**src/tlc_pkg.sv**
```systemverilog
// ----------------------------------------------------------------------------
// tlc_pkg: shared types and constants of the keyed cache with expiry.
// Holds the payload structs, operation and register codes, and the
// command and status structs between the controller and the datapath.
// ----------------------------------------------------------------------------
package tlc_pkg;

    localparam int CAPACITY = 64;
    localparam int IDX_W = $clog2(CAPACITY);
    localparam int CNT_W = $clog2(CAPACITY + 1);

    localparam logic [1:0] OP_LOOKUP = 2'd0;
    localparam logic [1:0] OP_INSERT = 2'd1;
    localparam logic [1:0] OP_CLEAR  = 2'd2;
    localparam logic [1:0] OP_UNUSED = 2'd3;

    localparam logic [0:0] REG_TTL = 1'b0;
    localparam logic [0:0] REG_MAX = 1'b1;

    typedef struct packed {
        logic [1:0]  op;
        logic [63:0] key;
        logic [31:0] response_handle;
        logic [31:0] now;
    } req_t;

    typedef struct packed {
        logic        hit;
        logic [31:0] found_handle;
        logic [6:0]  entry_count;
        logic [6:0]  removed_count;
    } rsp_t;

    typedef enum logic [3:0] {
        ST_IDLE,
        ST_FIND_RD,
        ST_FIND,
        ST_LOOKUP_DONE,
        ST_PLACE,
        ST_PURGE_RD,
        ST_PURGE,
        ST_EVICT_RD,
        ST_EVICT,
        ST_EVICT_DROP,
        ST_STAGE,
        ST_DONE
    } state_t;

    typedef struct packed {
        logic             load_req;
        logic             clear_all;
        logic             clear_scan;
        logic             step_scan;
        logic             find_step;
        logic             purge_step;
        logic             vic_init;
        logic             evict_step;
        logic             lookup_apply;
        logic             place;
        logic             evict_drop;
        logic             stage_move;
        logic             emit;
    } cmd_t;

    typedef struct packed {
        logic             scan_last;
        logic             over_limit;
    } sts_t;

endpackage

```
**src/tlc_ctrl.sv**
```systemverilog
// ----------------------------------------------------------------------------
// tlc_ctrl: sequencer of the cache.
// Walks the entry store one address per cycle for key search, expiry purge
// and victim search, runs the staging move, and issues commands to the datapath.
// ----------------------------------------------------------------------------
module tlc_ctrl import tlc_pkg::*; (
    input  logic       clk,
    input  logic       rst_n,
    input  logic       start,
    input  logic [1:0] op,
    input  sts_t       sts,
    output cmd_t       cmd,
    output logic       busy
);

    state_t state_reg;
    state_t state_next;
    logic [1:0] op_reg;

    always_ff @(posedge clk or negedge rst_n)
    begin
        if (!rst_n)
        begin
            state_reg <= ST_IDLE;
            op_reg <= OP_LOOKUP;
        end
        else
        begin
            state_reg <= state_next;
            if (start && state_reg == ST_IDLE)
            begin
                op_reg <= op;
            end
        end
    end

    assign busy = (state_reg != ST_IDLE);

    always_comb
    begin
        cmd = '0;
        state_next = state_reg;
        case (state_reg)
            ST_IDLE:
            begin
                if (start)
                begin
                    cmd.load_req = 1'b1;
                    cmd.clear_scan = 1'b1;
                    case (op)
                        OP_LOOKUP, OP_INSERT: state_next = ST_FIND_RD;
                        OP_CLEAR:
                        begin
                            cmd.clear_all = 1'b1;
                            state_next = ST_DONE;
                        end
                        default: state_next = ST_DONE;
                    endcase
                end
            end
            ST_FIND_RD:
            begin
                cmd.step_scan = 1'b1;
                state_next = ST_FIND;
            end
            ST_FIND:
            begin
                cmd.find_step = 1'b1;
                cmd.step_scan = 1'b1;
                if (sts.scan_last)
                begin
                    cmd.clear_scan = 1'b1;
                    state_next = (op_reg == OP_LOOKUP) ? ST_LOOKUP_DONE : ST_PLACE;
                end
            end
            ST_LOOKUP_DONE:
            begin
                cmd.lookup_apply = 1'b1;
                state_next = ST_DONE;
            end
            ST_PLACE:
            begin
                cmd.place = 1'b1;
                state_next = ST_PURGE_RD;
            end
            ST_PURGE_RD:
            begin
                cmd.step_scan = 1'b1;
                state_next = ST_PURGE;
            end
            ST_PURGE:
            begin
                cmd.purge_step = 1'b1;
                cmd.step_scan = 1'b1;
                if (sts.scan_last)
                begin
                    cmd.clear_scan = 1'b1;
                    state_next = ST_EVICT_RD;
                end
            end
            ST_EVICT_RD:
            begin
                if (!sts.over_limit)
                begin
                    state_next = ST_STAGE;
                end
                else
                begin
                    cmd.vic_init = 1'b1;
                    cmd.step_scan = 1'b1;
                    state_next = ST_EVICT;
                end
            end
            ST_EVICT:
            begin
                cmd.evict_step = 1'b1;
                cmd.step_scan = 1'b1;
                if (sts.scan_last)
                begin
                    cmd.clear_scan = 1'b1;
                    state_next = ST_EVICT_DROP;
                end
            end
            ST_EVICT_DROP:
            begin
                cmd.evict_drop = 1'b1;
                state_next = ST_EVICT_RD;
            end
            ST_STAGE:
            begin
                cmd.stage_move = 1'b1;
                state_next = ST_DONE;
            end
            ST_DONE:
            begin
                cmd.emit = 1'b1;
                state_next = ST_IDLE;
            end
            default: state_next = ST_IDLE;
        endcase
    end

`ifndef SYNTHESIS
    assert property (@(posedge clk) disable iff (!rst_n)
        cmd.emit |=> !busy)
        else $error("result strobe must end the operation");
    assert property (@(posedge clk) disable iff (!rst_n)
        (start && !busy) |=> busy)
        else $error("accepted start must raise busy");
    assert property (@(posedge clk) disable iff (!rst_n)
        $onehot0({cmd.find_step, cmd.purge_step, cmd.evict_step}))
        else $error("only one scan kind may run at a time");
`endif

endmodule

```
**config.mk**
```make
export PLATFORM = sky130hd
export DESIGN_NAME = tlc_ctrl
export DESIGN_NICKNAME = d
export VERILOG_FILES = /design/src/tlc_pkg.sv /design/src/tlc_ctrl.sv
export SDC_FILE = /design/constraint.sdc
export NUM_CORES = 1
export LEC_CHECK = 0
export BUFFER_PORTS_ARGS = -buffer_cell sky130_fd_sc_hd__buf_2
export CAP_MARGIN = 30
export CORE_MARGIN = 10
export CORE_UTILIZATION = 30
export CTS_CLUSTER_SIZE = 14
export DETAILED_ROUTE_END_ITERATION = 8
export SLEW_MARGIN = 40
export SYNTH_ARGS = -nofsm -noshare
export SYNTH_HDL_FRONTEND = slang
export SYNTH_SLANG_ARGS = --single-unit
export TNS_END_PERCENT = 100
```
**constraint.sdc**
```tcl
create_clock -name clk -period 1.19 [get_ports clk]
set_input_delay 0.119 -clock clk [delete_from_list [all_inputs] [get_ports clk]]
set_output_delay 0.119 -clock clk [all_outputs]
set_load 0.03 [all_outputs]
```
======== Word level (Yosys, flattened, before mapping) ========
Index checks and enable logic that the tools add are counted.
operators by class
  equal/unequal tests ..................... 17
  mux-type cells .......................... 24
  reductions and logical operators ........ 10
operator list
  cell                number
  $pmux 4 s10         1
  $mux 4              5
  $eq 4x3->1 const B  4
  $eq 4x4->1 const B  4
  $mux 1              12
  $eq 4x2->1 const B  2
  $ne 2x2->1 const B  4
  $mux 3              2
  $reduce_or 5->1     1
  $eq 4x1->1 const B  1
  $logic_not 2->1     2
  $logic_not 4->1     1
  $mux 2              2
  $pmux 1 s2          2
  $reduce_and 4->1    1
  $reduce_bool 4->1   1
  $reduce_or 2->1     2
  $reduce_or 3->1     1
  $eq 2x1->1 const B  1
  $eq 2x2->1 const B  1
  $logic_and 1x1->1   1
word-level totals
  register bits ........................... 6
  output and inout port bits .............. 14

======== Logic depth before layout (Yosys ltp) ========
Gate-level depths: netlist of run 1.
  depth in word-level cells ............... 5
  mapped depth ............................ 6

======== Worst setup path after synthesis of run 1 ========
OpenSTA, ideal clock, no wires.
  path type ............................... reg-to-output
  from .................................... reg state_reg[1]
  to ...................................... out cmd[11] in the netlist's numbering
  buffers on the path ..................... 0
  data required time ...................... 1.071 ns
  arrival time ............................ 1.585 ns
  setup slack ............................. -0.514 ns
  cell stages (with the launch flop) ...... 4
  cells stage by stage .................... dfrtp_1 -> nor2_1 -> nand3_2 -> nor3b_1
RTL lines
  element                   line            text
  start: declaration        tlc_ctrl.sv:16  state_t state_reg;
  start signal: assignment  tlc_ctrl.sv:29  state_reg <= state_next;
  end: declaration          tlc_ctrl.sv:12  output cmd_t cmd,

==> run metrics, run 1 <==
drt total wl 2360 um; largest net degree at the start of global routing 9; Clock Path Buffers 2; Setup WS post-layout -0.322 ns; mapped cell area 602 um^2; hold wc startpoint op[0]; first-pass GRT wire length 3760 um; IO buf count 20; library cells used by synthesis 36; Initial Util 31.0%; 1st-iter DRT viols 22; P_leak 0.558 nW; top-level I/O count 21; pwr dens 3030 nW/um^2; Hold Crit Class input pin to register; wire length per cell 15.2 um; Die Span Y 64.8 um; drt pass-1 iters 4; CTS tree done; R2R cell count 5; Core Area 1940 um^2; total gr overflow 0; Clock Tree Root clkbuf_4; prevailing post-synth register cell dfrtp_1; final worst path period share 127%; htree depth 1; vias in the first global route 806; Max Fclk 661 MHz; Slew Limit Fails 0; CP max FO 6; slew margin rel. 77.5%; final antenna-violating net count 0; Tot Pwr 3.68 mW; max FFs per register 4; antenna cells 0; Hold Path End op_reg[0]; crit end category primary output; Die Area 4200 um^2; Mapped Nets 86; Warnings, synthesis 0; commonest non-fill, non-tap cell in the layout buf_4; RSZ-0062 raised after global routing true; Worst Skew 0.00414 ns; Remaining DRCs 0; Final setup viols 20; R2R Setup Slk -0.32 ns; Mapped Cells 79; total CTS buffers 3; max-cap viol count 0; P&R area growth vs syn 102%; status complete, but fails checks; Via-to-Cell Ratio 5.05; Worst EP required 1.07 ns; vias 783; kind of critical path register to primary output; Total Routing Usage GR 10.9%; antenna violations before repair 0; share of post-route cells with drive strength above 1 71.1%; peak supply drop 0.00209 V; FP Rows 16; Worst-path clk slew 0.04 ns; Clock Latency Late Sink 0.24 ns; Clock Sinks 6; worst slew pin tran 0.335 ns; critical path startpoint category register; Seq/Total Area, Yosys 24.9%; Async SR Flop Fraction 100%; minimum clock period 1.51 ns; most frequent cells in the layout 26 x buf_4, 20 x buf_6, 7 x nor2_1, 6 x buf_2, 5 x nor2_2; Die X 64.8 um; nets 137; Detail Placement HPWL 1420 um; RR Endpoint state_reg[0]; GP Congestion 0.826; register bit total from synthesis 6; Post-synth EDFFs 0; failing checks negative setup slack; synthesized area per cell 7.62 um^2; post-route setup TNS -5.02 ns; worst endpoint data arrival time 1.39 ns; Final Hold Vio Count 0; worst flop-to-flop path startpoint state_reg[2]; Hold Crit Depth 2
cell type report:
type                            count  area [um^2]
Fill cell                         169          728
Multi-Input combinational cell     60          519
Timing Repair Buffer               53          460
Sequential cell                     6          155
Tap cell                           27         33.8
Clock buffer                        3         22.5
Inverter                            6         22.5
worst max-delay path by stage:
stage / start / end / slack [ns] / cells past startpoint
floorplan: state_reg[2] / cmd[10] / -0.1 / 6
global placement: state_reg[1] / state_reg[0] / -0.26 / 5
detailed placement: state_reg[1] / state_reg[0] / -0.25 / 5
CTS: state_reg[1] / cmd[9] / -0.33 / 4
global route: state_reg[1] / cmd[10] / -0.40 / 6
finish: state_reg[2] / cmd[9] / -0.32 / 4
worst max-delay path, stage by stage (launching register included):
cell and delay [ns]:
dfrtp_2 0.48, nand2b_4 0.17, or2b_1 0.27, o21ai_2 0.08, buf_6 0.14
what timing repair did:
action	CTS	global route
endpoints found under the setup margin	20	20
buffers inserted	12	2
hold endpoints to repair	6	0
resized for setup	52	6
hold buffers	1	0
pin swaps	12	4
layer usage:
metal  vias to the layer above  part of all wire (%)  global-route usage (%)
li1                        377                     -                       -
met4                         0                   2.3                    5.61
met3                         7                   7.8                    2.75
met1                       362                    41                    12.2
met2                        37                    49                    18.5
met5                         -                     0                       0
synth_stat cells (2+ instances only):
cell / number / area share (%)
inv_1: 5 / 3.1
mux2_1: 2 / 3.7
o21ai_1: 2 / 1.7
nand2_1: 6 / 3.7
nor3_1: 5 / 4.2
buf_2: 4 / 3.3
a21oi_1: 3 / 2.5
nand2b_1: 2 / 2.1
dfrtp_1: 6 / 25
nor2_1: 13 / 8.1
buf_6: 2 / 3.7
nor3b_1: 2 / 2.5
o21ai_0: 3 / 2.5
nor3_2: 2 / 3.3
cell families after synthesis:
kind of cell	Yosys count	synth area share, %
compound gates	22	27.7
buf+inv	13	12.1
flops	6	24.9
mux	2	3.74
simple gates	36	31.6
power by group:
| part | total (mW) | switching (mW) | internal, mW |
|---|---|---|---|
| clock | 0.180 | 0.0667 | 0.114 |
| combinational | 3.00 | 1.47 | 1.53 |
| sequential | 0.502 | 0.183 | 0.319 |
through the flow:
stage	utilization, %	instances	area, um^2	setup WS, ns	hold WS (ns)
finish	62.5	155	1210	-0.322	0.149
global route	62.5	155	1210	-0.397	0.147
CTS	60.6	153	1180	-0.330	0.149
detailed placement	45.3	137	880	-0.247	-0.0538
global placement	45.3	137	880	-0.261	-0.0550
floorplan	-	79	673	-0.0963	-0.177
(Power assumes the default switching activity.)
==> run 2: changes to the inputs <==
- PLACE_DENSITY_LB_ADDON: unset -> 0.3
- TNS_END_PERCENT: 100 -> unset
==> run 2 against run 1 <==
Count of clock-buffer cells in the layout unchanged; combinational power hardly changed; cell count decreased by 0.65%; hold slack improved by 0.0090 ns; register-to-register slack improved by 0.02 ns; largest power group unchanged; the run still ends with negative setup slack left; via count is 0.13% lower; largest cell class unchanged; clock skew grew 0.012 ns.
==> run metrics, run 2 (synthesis results as in run 1) <==
htree depth 1; Worst EP required 1.07 ns; routing usage on met3 3.26%; pwr dens 3000 nW/um^2; antenna cells 0; FP Rows 16; commonest non-fill, non-tap cell in the layout buf_4; grt met1 use 13.1%; Core Area 1940 um^2; Initial Util 31.0%; total gr overflow 0; Hold Crit Class input pin to register; Detail Placement HPWL 1560 um; critical-path cell list buf_4 -> nor2_1 -> a22o_1 -> a22oi_2 -> nor2_2 -> buf_6; GP Congestion 0.852; kind of critical path register to primary output; wire length per cell 15.6 um; drt pass-1 iters 4; final antenna-violating net count 0; critical path startpoint category register; worst flop-to-flop path startpoint state_reg[1]; worst slew pin tran 0.323 ns; antenna violations before repair 0; most frequent cells in the layout 25 x buf_4, 20 x buf_6, 7 x nor2_1, 6 x buf_2; Placed Cells 137; top-level I/O count 21; final worst path period share 129%; Final Hold Vio Count 0; Worst-path clk slew 0.06 ns; P&R area growth vs syn 103%; RSZ-0062 raised after global routing true; Die Area 4200 um^2; slowest stage delay, CP 0.46 ns; P_leak 0.561 nW; Remaining DRCs 0; vias in the first global route 892; hold wc startpoint op[0]; R2R Setup Slk -0.30 ns; Hold Crit Depth 2; 1st-iter DRT viols 8; Hold Path End op_reg[0]; Die X 64.8 um; Max Fclk 653 MHz; slew margin rel. 78.3%; grt peak-use layer met2; M2 GR Usage 21.1%; Clock Sinks 6; nets 136; vias 782; CP max FO 5; Final setup viols 20; final hold slack 0.158 ns; Total Routing Usage GR 12.0%; crit end category primary output; Die Span Y 64.8 um; Clock Tree Root clkbuf_4; Worst Skew 0.0161 ns; peak supply drop 0.00192 V; Setup WS post-layout -0.341 ns; first-pass GRT wire length 4140 um; Slowest-stage cell, CP dfrtp_2; share of post-route cells with drive strength above 1 70.1%; RR Endpoint state_reg[0]; R2R cell count 6; drt total wl 2410 um; Clock Latency Late Sink 0.26 ns; max FFs per register 4; total CTS buffers 3; failing checks negative setup slack; final std cells w/o fill 154; IO buf count 20; Slew Limit Fails 0; Via-to-Cell Ratio 5.08; minimum clock period 1.53 ns; largest net degree at the start of global routing 9; status complete, but fails checks; CTS tree done; max-cap viol count 0; Clock Path Buffers 2; worst endpoint data arrival time 1.41 ns
-- run 2: cell count changes in the layout (fill, tap and decap cells not counted), sizes merged --
| cell | before | now |
|---|---|---|
| buf | 52 | 51 |
-- run 2: per-stage QoR --
step / setup WS, ns / total power [mW] / area [um^2] / setup TNS, ns / util, %
2_1_floorplan: -0.0963 / 1.90 / 673 / -0.644 / -
3_3_place_gp: -0.255 / 2.47 / 880 / -3.06 / 45.3
3_5_place_dp: -0.249 / 2.50 / 880 / -3.19 / 45.3
4_1_cts: -0.311 / 3.45 / 1170 / -4.35 / 60.2
5_1_grt: -0.401 / 3.90 / 1220 / -6.06 / 63.0
6_report: -0.341 / 3.67 / 1220 / -5.01 / 63.0
-- run 2: repair_timing --
| item | CTS | global route |
|---|---|---|
| hold endpoints to repair | 6 | 0 |
| hold buffers | 1 | 0 |
| endpoints found under the setup margin | 20 | 20 |
| pin swaps | 7 | 3 |
| setup buffers | 12 | 1 |
| gates resized for setup | 51 | 11 |
-- run 2: per-layer routing --
layer  vias to the layer above  routed length, um
li1                        371                  -
met1                       383                977
met2                        24               1260
met3                         4                133
met4                         0                 41
met5                         -                  0
-- run 2: layout make-up --
| cell class | instances | area, um^2 |
|---|---|---|
| multi-input cells | 60 | 537 |
| clock buffers | 3 | 22.5 |
| flip-flops and latches | 6 | 155 |
| fillers | 163 | 718 |
| inverters | 6 | 22.5 |
| repair buffers | 52 | 453 |
| well taps | 27 | 33.8 |
-- run 2: where the power goes --
| group | switching [mW] | internal [mW] |
|---|---|---|
| clock network | 0.0877 | 0.115 |
| logic | 1.50 | 1.48 |
| registers | 0.171 | 0.319 |
| total | 1.76 | 1.91 |
-- run 2: worst max-delay path: cells and delay by family, from the launching register on --
| kind | cells | cell delay, ns |
|---|---|---|
| DFF | 1 | 0.46 |
| AOI/OAI and AO/OA | 2 | 0.19 |
| and+or+nand+nor | 2 | 0.19 |
| buffers and inverters | 2 | 0.30 |
-- run 2: worst max-delay path by stage --
| stage | depth (start not counted) | startpoint | slack, ns | end |
|---|---|---|---|---|
| 2_1_floorplan | 6 | state_reg[2] | -0.1 | cmd[10] |
| 3_3_place_gp | 4 | state_reg[1] | -0.26 | cmd[9] |
| 3_5_place_dp | 4 | state_reg[1] | -0.25 | cmd[11] |
| 4_1_cts | 6 | state_reg[1] | -0.31 | cmd[10] |
| 5_1_grt | 4 | state_reg[1] | -0.40 | cmd[11] |
| 6_report | 6 | state_reg[1] | -0.34 | cmd[10] |
==> run 3: changes to the inputs <==
- ABC_AREA: unset -> 1
- BUFFER_PORTS_ARGS: -buffer_cell sky130_fd_sc_hd__buf_2 -> unset
- CAP_MARGIN: 30 -> 25
- DONT_BUFFER_PORTS: unset -> 1
==> run 3 against run 2 <==
The run still ends with negative setup slack left; sequential share of layout area decreased by 0.052 points; count of clock-buffer cells in the layout unchanged; critical path depth down 1; fmax rose by 2.6%; critical path type unchanged.
==> run metrics, run 3 <==
max FFs per register 4; max-cap viol count 0; P&R area growth vs syn 128%; Warnings, synthesis 0; Via-to-Cell Ratio 4.42; Post-Place Worst Slack -0.149 ns; CP max FO 4; Internal 1.87 mW; Detail Placement HPWL 1430 um; wire length per cell 13.4 um; drt pass-1 iters 4; post-synth top area cell dfrtp_1; Hold Crit Class input pin to register; Flop pwr share 12.8%; Final setup viols 19; slew margin rel. 80.7%; Post-Synth XOR/XNOR Area 0%; final antenna-violating net count 0; Total Routing Usage GR 9.81%; vias 712; Mapped Cells 90; GP Congestion 0.917; largest net degree at the start of global routing 7; top-level I/O count 21; post-route setup TNS -3.88 ns; most common cell in the netlist nand2_1; Post-Synth Simple-Gate Area 51.3%; Gate power share 82.3%; P_leak 0.640 nW; Setup WS post-layout -0.302 ns; post-synthesis mux area share 0%; total gr overflow 0; peak supply drop 0.00184 V; Clock power frac 4.9%; post-layout util 71.9%; main combinational cell family by area after synthesis simple AND/OR/NAND/NOR gates; Die Span Y 62.4 um; Async SR Flop Fraction 100%; commonest non-fill, non-tap cell in the layout nand2_1; share of post-route cells with drive strength above 1 71.3%; Clock Sinks 6; Mapped Nets 97; Final Hold Vio Count 0; NetSw 1.86 mW; RSZ-0062 raised after global routing true; Max Fclk 670 MHz; final std cells w/o fill 161; drt total wl 2160 um; final worst path period share 125%; failing checks negative setup slack; Clock Tree Root clkbuf_4; Die X 62.4 um; Post-Synth Adder-Cell Area 0%; FP Rows 15; synthesized area per cell 5.99 um^2; pwr dens 3040 nW/um^2; status complete, but fails checks; FILL cells 130; library cells used by synthesis 16; critical path startpoint category register; minimum clock period 1.49 ns; most frequent cells in the layout 23 x nand2_1, 20 x buf_4, 17 x buf_6, 10 x nor2_4, 7 x nand2_2; htree depth 1; worst endpoint data arrival time 1.37 ns; Worst-path clk slew 0.04 ns; antenna violations before repair 0; vias in the first global route 735; Yosys top cell area share 27.8%; switching part of the total 49.9%; top cells by count, synth 33 x nand2_1, 8 x inv_1, 8 x inv_2, 8 x nor2_1, 8 x nor2_2; Seq/Total Area, Yosys 27.8%; Remaining DRCs 0; Core Area 1710 um^2; Initial Util 31.6%; Slew Limit Fails 0; IO buf count 0; kind of critical path register to primary output; Post-synth EDFFs 0; Clock Path Buffers 2; nets 145; total CTS buffers 3; Worst Skew 0.00195 ns; worst slew pin tran 0.288 ns; CTS tree done; antenna cells 0; prevailing post-synth register cell dfrtp_1; Placed Cells 141; Clock Latency Late Sink 0.24 ns; 1st-iter DRT viols 16; Synth Area in Compound Gates 9.74%; Die Area 3890 um^2; first-pass GRT wire length 3240 um; register bit total from synthesis 6; mapped cell area 539 um^2; Worst EP required 1.07 ns; ranking of synthesized cells by area dfrtp_1 28%, nand2_1 23%, nor2_2 9.3%; crit end category primary output
[run 3: final timing paths]
kind,start,end,slack (ns),cells past startpoint
min in group asynchronous,rst_n,op_reg[1],0.19,1
worst max register to register,state_reg[2],state_reg[3],-0.24,11
worst max-delay path,state_reg[1],cmd[9],-0.30,5
max in group asynchronous,rst_n,state_reg[0],0.75,1
worst min register to register,op_reg[0],op_reg[0],0.54,2
worst min-delay path,op[1],op_reg[1],0.09,2
[run 3: cells by family after synthesis]
family,count (synthesis)
buffers and inverters,16
flip-flops,6
AO/OA/AOI/OAI,7
AND/OR/NAND/NOR,61
[run 3: per-layer routing]
| layer | wire length, um | vias up | global-route usage, % |
|---|---|---|---|
| li1 | - | 366 | - |
| met1 | 853 | 321 | 10.4 |
| met2 | 1120 | 25 | 17.1 |
| met3 | 186 | 0 | 5.56 |
| met4 | 0 | 0 | 1.12 |
| met5 | 0 | - | 0 |
[run 3: final cells by class]
type | count | area, um^2 | share of cell area [%]
sequential | 6 | 155 | 12.6
tap | 25 | 31.3 | 2.55
inverter | 16 | 77.6 | 6.31
timing repair buffer | 43 | 442 | 35.9
multi-input combinational | 68 | 500 | 40.7
clock buffer | 3 | 22.5 | 1.83
[run 3: worst max-delay path, stage by stage, from the launching register on]
cell and delay, ns:
dfrtp_2 0.45, buf_6 0.15, nor2_4 0.15, nand2_1 0.10
nand3b_1 0.15, buf_12 0.14
[run 3: what timing repair did]
| item | 4_1_cts | 5_1_grt |
|---|---|---|
| setup endpoints to repair | 20 | 20 |
| pin swaps | 14 | 17 |
| gates resized for setup | 38 | 25 |
| setup buffers | 5 | 11 |
| hold buffers | 2 | 0 |
| endpoints found under the hold margin | 7 | 0 |
[run 3: stage by stage]
step           area (um^2)  hold slack [ns]  power (mW)
2_1_floorplan          587           -0.177        1.66
3_3_place_gp           863           -0.176        2.55
3_5_place_dp           863           -0.176        2.57
4_1_cts               1060           0.0800        3.25
5_1_grt               1230           0.0984        4.00
6_report              1230           0.0941        3.73
[run 3: power groups by stage]
stage               combinational, mW  sequential, mW  clock, mW
global route                     3.30           0.489      0.206
detailed placement               2.16           0.413          0
global placement                 2.14           0.409          0
floorplan                        1.25           0.416          0
CTS                              2.58           0.475      0.197
finish                           3.07           0.478      0.183
